===== config.mk =====
export PLATFORM = sky130hd
export DESIGN_NAME = ihd_ram
export DESIGN_NICKNAME = d
export VERILOG_FILES = /design/src/hw/rtl/ihd_pkg.sv /design/src/hw/rtl/ihd_ram.sv
export SDC_FILE = /design/constraint.sdc
export NUM_CORES = 1
export LEC_CHECK = 0
export ABC_CLOCK_PERIOD_IN_PS = 2050
export CAP_MARGIN = 30
export CORE_UTILIZATION = 60
export CTS_CLUSTER_SIZE = 20
export DETAILED_ROUTE_END_ITERATION = 12
export DONT_BUFFER_PORTS = 1
export GPL_TIMING_DRIVEN = 0
export PLACE_DENSITY = 0.76
export SLEW_MARGIN = 20
export SYNTH_ARGS = -nofsm -noshare
export SYNTH_HDL_FRONTEND = slang
export SYNTH_SLANG_ARGS = --single-unit

===== constraint.sdc =====
create_clock -name clk -period 2.05 [get_ports clk]
set_input_delay 0.41 -clock clk [delete_from_list [all_inputs] [get_ports clk]]
set_output_delay 0.41 -clock clk [all_outputs]
set_load 0.005 [all_outputs]

===== src/hw/rtl/ihd_pkg.sv =====
// ----------------------------------------------------------------------------
// ihd_pkg
// shared constants and codes for the indexed min-heap with decrease key
// ----------------------------------------------------------------------------
package ihd_pkg;

    localparam int CAPACITY_DEF    = 1024;
    localparam int MAX_HANDLES_DEF = 4096;
    localparam int VALUE_BITS_DEF  = 32;

    typedef enum logic [1:0] {
        OP_INSERT   = 2'd0,
        OP_GET_MIN  = 2'd1,
        OP_EXTRACT  = 2'd2,
        OP_DECREASE = 2'd3
    } op_t;

    typedef enum logic [1:0] {
        ST_OK    = 2'd0,
        ST_EMPTY = 2'd1,
        ST_FULL  = 2'd2,
        ST_STALE = 2'd3
    } status_t;

endpackage


===== src/hw/rtl/ihd_ram.sv =====
// ----------------------------------------------------------------------------
// ihd_ram
// simple dual-port synchronous memory, one write and one registered read
// ----------------------------------------------------------------------------
module ihd_ram
    import ihd_pkg::*;
#(
    parameter int WIDTH = 8,
    parameter int DEPTH = 16,
    localparam int AW   = (DEPTH > 1) ? $clog2(DEPTH) : 1
)
(
    input  logic             clk,
    input  logic             we,
    input  logic [AW-1:0]    waddr,
    input  logic [WIDTH-1:0] wdata,
    input  logic [AW-1:0]    raddr,
    output logic [WIDTH-1:0] rdata
);

    logic [WIDTH-1:0] mem [DEPTH];
    logic [WIDTH-1:0] rdata_reg;

    always_ff @(posedge clk)
    begin
        if (we)
        begin
            mem[waddr] <= wdata;
        end
    end

    always_ff @(posedge clk)
    begin
        rdata_reg <= mem[raddr];
    end

    assign rdata = rdata_reg;

endmodule


# Word-level counts from Yosys, hierarchy flattened
# Memories as Yosys holds them, arrays and structs flattened. A register that Yosys moved wholly into a read port is not among the register bits.
# Index checks and enable logic that the tools add are counted.
[op_classes]
muxes = 2
[ops]
columns = ["operator", "count"]
rows = [
  ["1-bit two-way mux", 2],
]
[word_totals]
reg_bits = 0
ram_bits = 128
inputBits = 18
output_inout_bits = 8
wordCells = 3
mem_count = 1
[memory_table]
columns = ["memory", "words", "word_bits", "read_ports", "rd_clocked_by_memory_dff", "write_ports", "line_no", "rtl"]
rows = [
  ["mem", 16, 8, 1, 1, 1, "ihd_ram.sv:21", "logic [WIDTH-1:0] mem [DEPTH];"],
]

# Longest topological paths before layout
[logic_depth]
word_depth = 2
mapped_depth = 5
depth_no_buf = 3

# Least setup slack after synthesis
# Ideal clock, no wire load.
[synth_timing]
path_kind = "input to register"
startpoint = "input waddr[2]"
endpoint = "memory mem[0][0] (enable)"
setup_ns = 0.383
t_arrival_ns = 1.520
path_slack_ns = 0.147
path_stages = 2
path_cell_list = "or3b_2 > nor3_1"
[synth_lines]
columns = ["item", "line_no", "rtl"]
rows = [
  ["start, declared", "ihd_ram.sv:15", "input logic [AW-1:0] waddr,"],
  ["end, declared", "ihd_ram.sv:21", ""],
]
# No word-level cell before the write port.

# Final worst setup path
[layout_timing]
startpoint = "input waddr[2]"
endpoint = "memory mem[1][1] (enable)"
# No word-level cell before the write port.

==> flow_summary.toml <==
[synth]
synth_common_cells = "edfxtp_1, mux4_2, a22oi_1"
ys.warnings.count = 0
yosys-top-cells-area = "edfxtp_1, mux4_2, mux4_1, dfxtp_1, a22oi_1"
synth_top_cell_by_area = "edfxtp_1"
yosys_register_bits = 136
synthesis.nets = 247
synth_top_area_share = 0.747
ys.flop_type = "edfxtp_1"
synth_cells = 229
synth.most_common_cell = "edfxtp_1"
async_flop_share = 0
syn_area_um2 = 5150
synth_seq_area_share = 0.778
syn_area_per_cell_um2 = 22.5
ys_types = 19
synth_edf_count = 128

[sta]
maxSlewViolCount = 0
fin_crit_sh = 0.693
rsz0062_at_grt = "no"
layout_setup_ws_ns = 0.629
period_needed_ns = 1.42
clock_skew_ns = 0.00630
setup_viol = 0
slew_headroom = 0.472
finalHoldViolCount = 0
tightest_slew_ns = 0.789
fmax_ghz = 0.704
fin_tns_setup_ns = 0

[finish]
antennaDiodeCount = 0
largest_reg_flops = 128
drive_gt1_frac = 0.234
area.growth.synth_to_final_pct = 16.5
final_nets = 274
post-route-util = 0.726

[grt]
grt_pass1_vias = 2445
grt_pass1_wl_um = 14400
antenna_found_initial = 0
grtUsageTotal = 0.252
grt_max_degree = 17
gr-total-overflow = 0

[setup_path]
path_max_fanout = 8
end_kind = "flip-flop"
cp.arrival_ns = 1.56
path_cells = "or3b_2 -> nor2_1"
critPathKind = "input port to flip-flop"
critPathTopFamily = "simple AND/OR/NAND/NOR gates"
worstSetupStartpointType = "input port"
max_stage_delay_ns = 0.62
critPathSlowestCell = "nor2_1"
crit_buf_inv = 0
required_ns = 2.19

[placement]
gp_congestion = 0.708
io_buffer_count = 0
place_ws_ns = 0.0835
hpwl_um = 5920

[floorplanning]
die-area_um2 = 8950
die_h_um = 94.6
die_w_um = 94.6
rows = 33
initial_core_util = 0.623
ios = 26
core_area_um2 = 8260

[clock_network]
numCtsBuffers = 17
cts_root_buf = "clkbuf_8"
clk_latency_ns = 0.51
htree_levels = 4
cts_sinks = 136
cts.path.max_buffers = 2
cts_tree = "yes"
path_clk_slew_ns = 0.06

[route]
first_iter_violations = 258
wl_um = 10100
via_per_inst = 6.34
wire_per_inst_um = 27.0
route.detailed.drc = 0
vias = 2373
first_pass_iters = 5
ant_nets = 0

[power_and_ir_drop]
power_leakage_nw = 1.97
power.density_nw_per_um2 = 1090
fin_total_pwr_mw = 6.53
ir_drop_mv = 0.717

[min_path]
min_path_type = "input port to flip-flop"

[job]
drv_cap = 0

[status]
outcome = "complete, no violations"
cell usage in the layout, fill, tap and decap left out, drive strengths merged:
cell type,n
and2,1
nor3,4
and2b,1
dfxtp,8
nand3,1
edfxtp,128
nand2,9
clkdlybuf4s25,3
or3b,1
nor2,13
bufinv,4
buf,7
inv,3
nor2b,1
nand3b,2
a22oi,16
nand2b,2
clkinv,3
clkinvlp,4
clkbuf,18
dlygate4sd3,8
mux4,32
repair_timing:
action	CTS	global route
endpoints found under the hold margin	128	0
resized for setup	0	0
hold buffers	8	0
setup buffers	0	0
worst paths after layout:
path	to	depth (start not counted)	start	slack, ns
hold / removal	mem[4][7]	1	waddr[0]	0.17
hold reg to reg	rdata[1]	3	mem[8][1]	0.68
setup / recovery	mem[1][1]	2	waddr[2]	0.63
setup reg to reg	rdata[3]	3	mem[5][3]	0.63
worst reg2reg max path, delay by kind of cell (launching register included):
kind	cells	cell delay (ns)
muxes	1	0.59
AOI/OAI and AO/OA	1	0.24
and+or+nand+nor	1	0.08
DFF	1	0.40
cell type report:
class                   count  area [µm²]
repair buffers              8        80.1
flip-flops and latches    136        4000
plain buffers              10        86.3
well taps                 105         131
clock inverters            14         198
multi-input cells          83        1080
fillers                   485        2260
clock buffers              18         418
cells by family (layout without fill, tap and decap cells):
kind of cell | count (synthesis) | after routing | synth area share
buffers and inverters | 10 | 50 | 0.0168
AND/OR/NAND/NOR | 35 | 35 | 0.0318
AO/OA/AOI/OAI | 16 | 16 | 0.0233
flip-flops | 136 | 136 | 0.778
multiplexers | 32 | 32 | 0.150
routing by layer:
metal,GRT usage,routed length (µm),vias up
met4,0.111,222,0
li1,-,-,1028
met2,0.369,4860,113
met1,0.352,4260,1216
met5,0,0,-
met3,0.0797,757,16
through the flow:
stage	area [µm²]	cells	hold slack [ns]
floorplan	5150	229	0.509
global placement	5280	334	0.510
detailed placement	5300	334	0.510
CTS	5990	374	0.150
global route	5990	374	0.149
finish	5990	374	0.168
power breakdown:
group / total, mW / switching (mW) / internal (mW)
clock network: 3.13 / 1.15 / 1.98
logic: 0.265 / 0.153 / 0.111
registers: 3.13 / 0.0206 / 3.11
No activity file was read; power rests on OpenSTA's default activity.
